--- config.mk ---
export PLATFORM = sky130hd
export DESIGN_NAME = insertion_argsort
export DESIGN_NICKNAME = d
export VERILOG_FILES = /design/src/rtl/core/ia_pkg.sv /design/src/rtl/core/ia_cell.sv /design/src/rtl/core/insertion_argsort.sv
export VERILOG_INCLUDE_DIRS = /design/src /design/src/rtl/core
export SDC_FILE = /design/constraint.sdc
export NUM_CORES = 2
export LEC_CHECK = 0
export BUFFER_PORTS_ARGS = -buffer_cell sky130_fd_sc_hd__clkbuf_2
export CAP_MARGIN = 20
export CORE_AREA = 8 8 271 273
export DETAILED_ROUTE_END_ITERATION = 16
export DIE_AREA = 0 0 279 281
export HOLD_SLACK_MARGIN = 0.12
export PLACE_DENSITY = 0.82
export SETUP_SLACK_MARGIN = 0.4
export SYNTH_ARGS = -nofsm -noshare
export SYNTH_HDL_FRONTEND = slang
export SYNTH_SLANG_ARGS = --single-unit
export TNS_END_PERCENT = 50
--- constraint.sdc ---
create_clock -name clk -period 15.81 [get_ports clk]
set_input_delay 0.7905 -clock clk [delete_from_list [all_inputs] [get_ports clk]]
set_output_delay 0.7905 -clock clk [all_outputs]
set_load 0.02 [all_outputs]
--- src/rtl/core/insertion_argsort_macros.svh ---
// Assertion macros for the insertion argsort block.
// Used by the top level; expects clk and arst_n in scope.
`ifndef INSERTION_ARGSORT_MACROS_SVH
`define INSERTION_ARGSORT_MACROS_SVH

// Check that a condition implies another in the same cycle.
`define IA_ASSERT_IMP(lbl, ante, cons) \
	lbl: assert property (@(posedge clk) disable iff (!arst_n) (ante) |-> (cons)) \
		else $error("insertion_argsort: same-cycle check failed");

// Check that a condition implies another in the next cycle.
`define IA_ASSERT_NXT(lbl, ante, cons) \
	lbl: assert property (@(posedge clk) disable iff (!arst_n) (ante) |=> (cons)) \
		else $error("insertion_argsort: next-cycle check failed");

`endif

--- src/rtl/core/ia_pkg.sv ---
// Shared types and constants of the insertion argsort block.
// No dependencies.
package ia_pkg;

	localparam int DEPTH_DEF = 16;
	localparam int KEY_W     = 32;
	localparam int OPOS_W    = 6;

	// Per-cycle command broadcast to every cell of the chain
	typedef struct packed {
		logic insert;
		logic shift;
	} cell_ctrl_t;

	// Controller states, one-hot
	typedef enum logic [1:0] {
		ST_IDLE  = 2'b01,
		ST_DRAIN = 2'b10
	} state_t;

endpackage

--- src/rtl/core/ia_cell.sv ---
// One cell of the sorting chain: holds one key and its arrival position.
// Depends on ia_pkg.
module ia_cell #(
	parameter int POS_W = 4
) (
	input  logic                             clk,
	input  logic                             arst_n,
	input  ia_pkg::cell_ctrl_t               ctrl,
	input  logic signed [ia_pkg::KEY_W-1:0]  new_key,
	input  logic [POS_W-1:0]                 new_pos,
	input  logic                             prev_valid,
	input  logic                             prev_gt,
	input  logic signed [ia_pkg::KEY_W-1:0]  prev_key,
	input  logic [POS_W-1:0]                 prev_pos,
	input  logic                             next_valid,
	input  logic signed [ia_pkg::KEY_W-1:0]  next_key,
	input  logic [POS_W-1:0]                 next_pos,
	output logic                             valid,
	output logic                             gt,
	output logic signed [ia_pkg::KEY_W-1:0]  key_out,
	output logic [POS_W-1:0]                 pos_out
);

	logic                            valid_q;
	logic signed [ia_pkg::KEY_W-1:0] key_q;
	logic [POS_W-1:0]                pos_q;
	logic                            take_prev;
	logic                            take_new;

	// Strict compare keeps equal keys in arrival order
	assign gt = valid_q && (key_q > new_key);

	// Move up when the lower neighbor moves up; take the new word at the boundary
	assign take_prev = prev_gt;
	assign take_new  = !prev_gt && (gt || (!valid_q && prev_valid));

	// Hold the valid bit
	always_ff @(posedge clk or negedge arst_n) begin
		if (!arst_n) begin
			valid_q <= 1'b0;
		end else if (ctrl.shift) begin
			valid_q <= next_valid;
		end else if (ctrl.insert) begin
			valid_q <= valid_q | take_prev | take_new;
		end
	end

	// Advance the payload
	always_ff @(posedge clk) begin
		if (ctrl.shift) begin
			key_q <= next_key;
			pos_q <= next_pos;
		end else if (ctrl.insert) begin
			if (take_prev) begin
				key_q <= prev_key;
				pos_q <= prev_pos;
			end else if (take_new) begin
				key_q <= new_key;
				pos_q <= new_pos;
			end
		end
	end

	assign valid   = valid_q;
	assign key_out = key_q;
	assign pos_out = pos_q;

endmodule

--- src/rtl/core/insertion_argsort.sv ---
// Top level of the insertion argsort block: control, cell chain, result register.
// Depends on ia_pkg, ia_cell and insertion_argsort_macros.svh.
//
//  channel  | handshake                    | ports
//  ---------+------------------------------+---------------------------------------------
//  input    | start && !busy               | key, last_key
//  result   | result_strobe                | sorted_key, origin_position, last_result,
//           |                              | overflowed
//
// When a key is taken, every cell compares it with its own key and the greater ones shift
// up in the same cycle, so keys enter back to back while busy is low.
// After the word marked last, the chain shifts down one cell per cycle and busy stays
// high until the stored keys are drained; each result is registered and appears in the cycle after its shift.
// Reset empties the chain and clears the fill count and overflow flag; no clearing pass.
// The receiver cannot stall: each result is shown for exactly one cycle.
`include "insertion_argsort_macros.svh"

module insertion_argsort #(
	parameter int DEPTH = ia_pkg::DEPTH_DEF
) (
	input  logic                                clk,
	input  logic                                arst_n,
	input  logic                                start,
	output logic                                busy,
	input  logic signed [ia_pkg::KEY_W-1:0]     key,
	input  logic                                last_key,
	output logic                                result_strobe,
	output logic signed [ia_pkg::KEY_W-1:0]     sorted_key,
	output logic [ia_pkg::OPOS_W-1:0]           origin_position,
	output logic                                last_result,
	output logic                                overflowed
);

	localparam int POS_W = $clog2(DEPTH);
	localparam int CNT_W = $clog2(DEPTH + 1);

	ia_pkg::state_t     state_q;
	ia_pkg::cell_ctrl_t ctrl;
	logic [CNT_W-1:0]   fill_q;
	logic               overflow_q;
	logic               accept;
	logic               full;

	logic                            cell_valid [DEPTH];
	logic                            cell_gt    [DEPTH];
	logic signed [ia_pkg::KEY_W-1:0] cell_key   [DEPTH];
	logic [POS_W-1:0]                cell_pos   [DEPTH];
	logic [DEPTH-1:0]                valid_vec;

	logic                            res_strobe_q;
	logic signed [ia_pkg::KEY_W-1:0] res_key_q;
	logic [POS_W-1:0]                res_pos_q;
	logic                            res_last_q;
	logic                            res_ovf_q;

	assign busy   = (state_q == ia_pkg::ST_DRAIN);
	assign accept = start && !busy;
	assign full   = (fill_q == CNT_W'(DEPTH));

	// Broadcast the chain command
	assign ctrl.insert = accept && !full;
	assign ctrl.shift  = busy;

	// Build the chain
	for (genvar i = 0; i < DEPTH; i++) begin : g_cell
		logic                            p_valid;
		logic                            p_gt;
		logic signed [ia_pkg::KEY_W-1:0] p_key;
		logic [POS_W-1:0]                p_pos;
		logic                            n_valid;
		logic signed [ia_pkg::KEY_W-1:0] n_key;
		logic [POS_W-1:0]                n_pos;

		if (i == 0) begin : g_head
			assign p_valid = 1'b1;
			assign p_gt    = 1'b0;
			assign p_key   = key;
			assign p_pos   = fill_q[POS_W-1:0];
		end else begin : g_body
			assign p_valid = cell_valid[i-1];
			assign p_gt    = cell_gt[i-1];
			assign p_key   = cell_key[i-1];
			assign p_pos   = cell_pos[i-1];
		end

		if (i == DEPTH - 1) begin : g_tail
			assign n_valid = 1'b0;
			assign n_key   = cell_key[i];
			assign n_pos   = cell_pos[i];
		end else begin : g_inner
			assign n_valid = cell_valid[i+1];
			assign n_key   = cell_key[i+1];
			assign n_pos   = cell_pos[i+1];
		end

		ia_cell #(.POS_W(POS_W)) u_cell (
			.clk        (clk),
			.arst_n     (arst_n),
			.ctrl       (ctrl),
			.new_key    (key),
			.new_pos    (fill_q[POS_W-1:0]),
			.prev_valid (p_valid),
			.prev_gt    (p_gt),
			.prev_key   (p_key),
			.prev_pos   (p_pos),
			.next_valid (n_valid),
			.next_key   (n_key),
			.next_pos   (n_pos),
			.valid      (cell_valid[i]),
			.gt         (cell_gt[i]),
			.key_out    (cell_key[i]),
			.pos_out    (cell_pos[i])
		);

		assign valid_vec[i] = cell_valid[i];
	end

	// Sequence fill and drain
	always_ff @(posedge clk or negedge arst_n) begin
		if (!arst_n) begin
			state_q    <= ia_pkg::ST_IDLE;
			fill_q     <= '0;
			overflow_q <= 1'b0;
		end else begin
			unique case (state_q)
				ia_pkg::ST_IDLE: begin
					if (accept) begin
						if (full) begin
							overflow_q <= 1'b1;
						end else begin
							fill_q <= fill_q + {{(CNT_W-1){1'b0}}, 1'b1};
						end
						if (last_key) begin
							state_q <= ia_pkg::ST_DRAIN;
						end
					end
				end
				ia_pkg::ST_DRAIN: begin
					if (!cell_valid[1]) begin
						state_q    <= ia_pkg::ST_IDLE;
						fill_q     <= '0;
						overflow_q <= 1'b0;
					end
				end
				default: begin
					state_q <= ia_pkg::ST_IDLE;
				end
			endcase
		end
	end

	// Register the result strobe
	always_ff @(posedge clk or negedge arst_n) begin
		if (!arst_n) begin
			res_strobe_q <= 1'b0;
		end else begin
			res_strobe_q <= busy;
		end
	end

	// Capture the head cell as it leaves the chain
	always_ff @(posedge clk) begin
		if (busy) begin
			res_key_q  <= cell_key[0];
			res_pos_q  <= cell_pos[0];
			res_last_q <= !cell_valid[1];
			res_ovf_q  <= overflow_q;
		end
	end

	assign result_strobe   = res_strobe_q;
	assign sorted_key      = res_key_q;
	assign origin_position = ia_pkg::OPOS_W'(res_pos_q);
	assign last_result     = res_last_q;
	assign overflowed      = res_ovf_q;

	// Occupied cells always form one run from the head
	`IA_ASSERT_IMP(a_valid_contig, 1'b1, ((valid_vec + 1'b1) & valid_vec) == '0)
	// Fill count matches occupancy while filling
	`IA_ASSERT_IMP(a_fill_match, !busy, $countones(valid_vec) == int'(fill_q))
	// Draining never starts from an empty chain
	`IA_ASSERT_IMP(a_drain_nonempty, busy, cell_valid[0])
	// The final result ends the run
	`IA_ASSERT_NXT(a_last_ends, result_strobe && last_result, !result_strobe)

endmodule

==> Flow_metrics.wiki <==
{| class="wikitable"
! Metric !! Value
|-
| Largest family of logic cells by synthesized area || simple AND/OR/NAND/NOR gates
|-
| Maximum VDD drop || 0.176 mV
|-
| Number of antenna violations at the first check in global routing || 2
|-
| Setup-failing EPs final || 0
|-
| Worst path most repeated cell || buf_4
|-
| Critical path startpoint category || primary input
|-
| Post-route DRC violation count || 0
|-
| Maximum number of pins on one net before global-route repair || 214
|-
| Critical Path Sink Type || flip-flop
|-
| Worst path required time || 16.17 ns
|-
| Max stage delay on crit path || 1.02 ns
|-
| Simple-Gate Fraction of Synth Area || 0.254
|-
| Total of flip-flops plus latches after synthesis || 639
|-
| Via count || 39700
|-
| Path class of the lowest-slack min-delay path || in2async
|-
| Result of the run || finished, final reports clean
|-
| Number of instances in the synthesized netlist || 4658
|-
| Final RePlAce weighted congestion || 0.985
|-
| Biggest area consumer among synthesized cells || edfxtp_1
|-
| Adder-cell area share of the yosys netlist || 0.145
|-
| Number of filler cells placed in the layout || 5259
|-
| RSZ-0062 raised after global routing || false
|-
| ANT nets after route || 0
|-
| Post-CTS setup repair buffer count || 0
|-
| Number of max-slew violations in the final report || 0
|-
| Hold-fix buffers at CTS || 0
|-
| Total Nets Final || 5068
|-
| Detail Placement HPWL || 95100 um
|-
| Gr usage total || 0.326
|-
| Post-synthesis mux area share || 0.0337
|-
| CTS H-tree lvls || 3
|-
| Slew at the pin closest to its max-slew limit || 1.14 ns
|-
| Hold violation count in the final report || 0
|-
| CP arrival || 5.84 ns
|-
| Critical path class || in2reg
|-
| Die area || 78400 um2
|-
| Most common library cell in the layout ignoring fill and taps || nand4_1
|-
| Top library cells by usage in the layout, fill and taps aside || 826 x nand4_1, 672 x nand2_1, 614 x edfxtp_1
|-
| PwrDens || 227 nW/um2
|-
| Relative slew slack || 0.242
|-
| Number of clock buffers inserted by TritonCTS || 74
|-
| CTS clock-pin slew for the worst setup and hold paths || 0.06 ns
|-
| I/O pin total || 78
|-
| Pre-CTS worst setup slack || 9.80 ns
|-
| Overflow left after global routing || 0
|-
| Synth warnings || 0
|-
| Total of cells resized after clock tree synthesis || 0
|-
| Row count || 97
|-
| Cell variety after synth || 79
|-
| Static Leakage || 18.7 nW
|-
| Ranking of synthesized cells by area || edfxtp_1 41%, ha_1 14%, nand4_1 12%, nand2_1 5.7%, nand3_1 5.1%
|-
| Maximum operating frequency || 0.182 GHz
|-
| Die height || 281 um
|-
| Post-synthesis xor/xnor area fraction || 0.000591
|-
| Period utilisation layout || 0.347
|-
| Post-route setup TNS || 0 ns
|-
| Syn Area/Cell || 9.54 um2
|-
| Final worst slack || 10.32 ns
|-
| Worst-path maximum fanout || 20
|-
| Final critical delay including setup and external delays || 5.49 ns
|-
| First-pass GRT wire length || 207000 um
|-
| Starting density of the core || 0.641
|-
| Layout Skew || 0.0211 ns
|-
| Routed wirelength normalized by instance count || 24.0 um
|-
| Via count of the first global-routing pass || 37600
|-
| Via density per instance || 7.20
|-
| Share of the yosys chip area belonging to registers || 0.429
|-
| Total of max-cap violations || 0
|-
| Synth top area share || 0.415
|-
| Count of port buffers added during placement || 75
|-
| Area growth from synthesis to layout || 7.69%
|-
| Fraction of registers with async set/reset || 0.0391
|-
| CP Cell Sequence || clkbuf_2 > inv_1 > ha_1 > nand4_1 > nor3_1 > a221oi_1 > a21boi_0 > o31ai_4 > buf_4 > a41o_1 > nand2_1 > buf_4
|-
| Number of DRC markers after the initial detailed-route iteration || 5369
|-
| TritonCTS clock tree || yes
|-
| Prevailing post-synth register cell || edfxtp_1
|-
| Library cell contributing the largest single delay on the critical path || o31ai_4
|-
| Root buffer selected by CTS || clkbuf_16
|-
| Share of layout cells above drive strength 1 || 0.0773
|-
| Count of TritonRoute iterations in the first routing pass || 7
|-
| Total wire length || 133000 um
|-
| Compound-cell area share of the yosys netlist || 0.0961
|-
| Floorplan core area || 69300 um2
|-
| Worst skew pair latency || 0.63 ns
|-
| Max Buffers Root-to-Sink || 3
|-
| Syn Std Cell Area || 44500 um2
|-
| Horizontal extent of the die || 279 um
|-
| Number of enable-type register cells in the synthesized netlist || 614
|-
| Number of clock sinks seen by CTS || 639
|-
| Post-route core utilization || 0.691
|}
## worst max-delay path: cells and delay by family
family | cells | cell delay, ns
compound gates | 4 | 1.96
fa+ha+maj | 1 | 0.40
buf+inv | 4 | 1.95
simple gates | 3 | 0.71
## where the power goes
group          total (mW)  internal (mW)  switching, mW
registers            4.03           3.26          0.767
logic                5.09           1.88           3.20
clock network        1.74           1.02          0.725
## final timing paths
check	slack (ns)	startpoint	end	cells after the start
setup / recovery	10.32	key[30]	g_cell[7].u_cell.key_out[2]	12
hold / removal	0.26	arst_n	overflow_q	1
setup reg to reg	11.14	g_cell[7].u_cell.key_out[30]	g_cell[7].u_cell.key_out[2]	10
hold reg to reg	0.49	g_cell[0].u_cell.pos_out[3]	res_pos_q[3]	0
max in group asynchronous	15.03	arst_n	g_cell[13].u_cell.valid	1
min in group clk	0.49	g_cell[0].u_cell.pos_out[3]	res_pos_q[3]	0
## area by class of cell
type                    count  area [um2]  share of cell area
diodes                      2        5.00            0.000105
clock buffers              90        2010              0.0419
clock inverters            46         424             0.00886
inverters                  84         323             0.00674
multi-input cells        3564       23700               0.496
flip-flops and latches    639       19100               0.398
well taps                 940        1180              0.0246
repair buffers            155        1120              0.0234
## sequential cells by signal, summed over array words and instances, names as in the netlist
name	flops
fill_q	5
g_cell.u_cell.key_out	512
g_cell.u_cell.pos_out	64
g_cell.u_cell.valid	16
last_result	1
overflow_q	1
overflowed	1
res_pos_q	4
result_strobe	1
sorted_key	32
state_q	2
## synth_stat cells (25+ instances only)
master,n
mux2i_1,109
nand2_1,673
edfxtp_1,614
a31oi_1,62
nor2b_1,25
clkbuf_1,261
nand3_1,457
inv_1,83
buf_1,45
a21oi_1,224
nor2_1,96
nand4_1,826
o21ai_0,254
mux2_2,32
ha_1,514
buf_2,42
## logic make-up (layout without fill, tap and decap cells)
family / after synthesis / in the layout
buf+inv: 456 / 375
simple gates: 2191 / 2191
compound gates: 709 / 709
mux: 145 / 145
flops: 639 / 639
fa+ha+maj: 514 / 514
xor+xnor: 3 / 3
other cells: 1 / 4
## per-stage QoR
| step | power, mW | hold WS, ns | cell area, um2 | std cells |
|---|---|---|---|---|
| final | 10.9 | 0.256 | 47900 | 5520 |
| after CTS | 10.7 | 0.227 | 47800 | 5515 |
| after global placement | 8.71 | 0.458 | 45300 | 5376 |
| after global routing | 11.5 | 0.284 | 47900 | 5520 |
| after floorplan | 7.44 | 0.426 | 44500 | 4659 |
| after detailed placement | 8.94 | 0.463 | 45300 | 5379 |
## per-layer routing
layer  GRT usage  share of wire  vias up
li1            -              -    17900
met1       0.434           0.38    18700
met2       0.520           0.46     2770
met3      0.0555           0.11      373
met4       0.151          0.047        0
met5           0              0        -
Power figures use the tool's default switching activity.
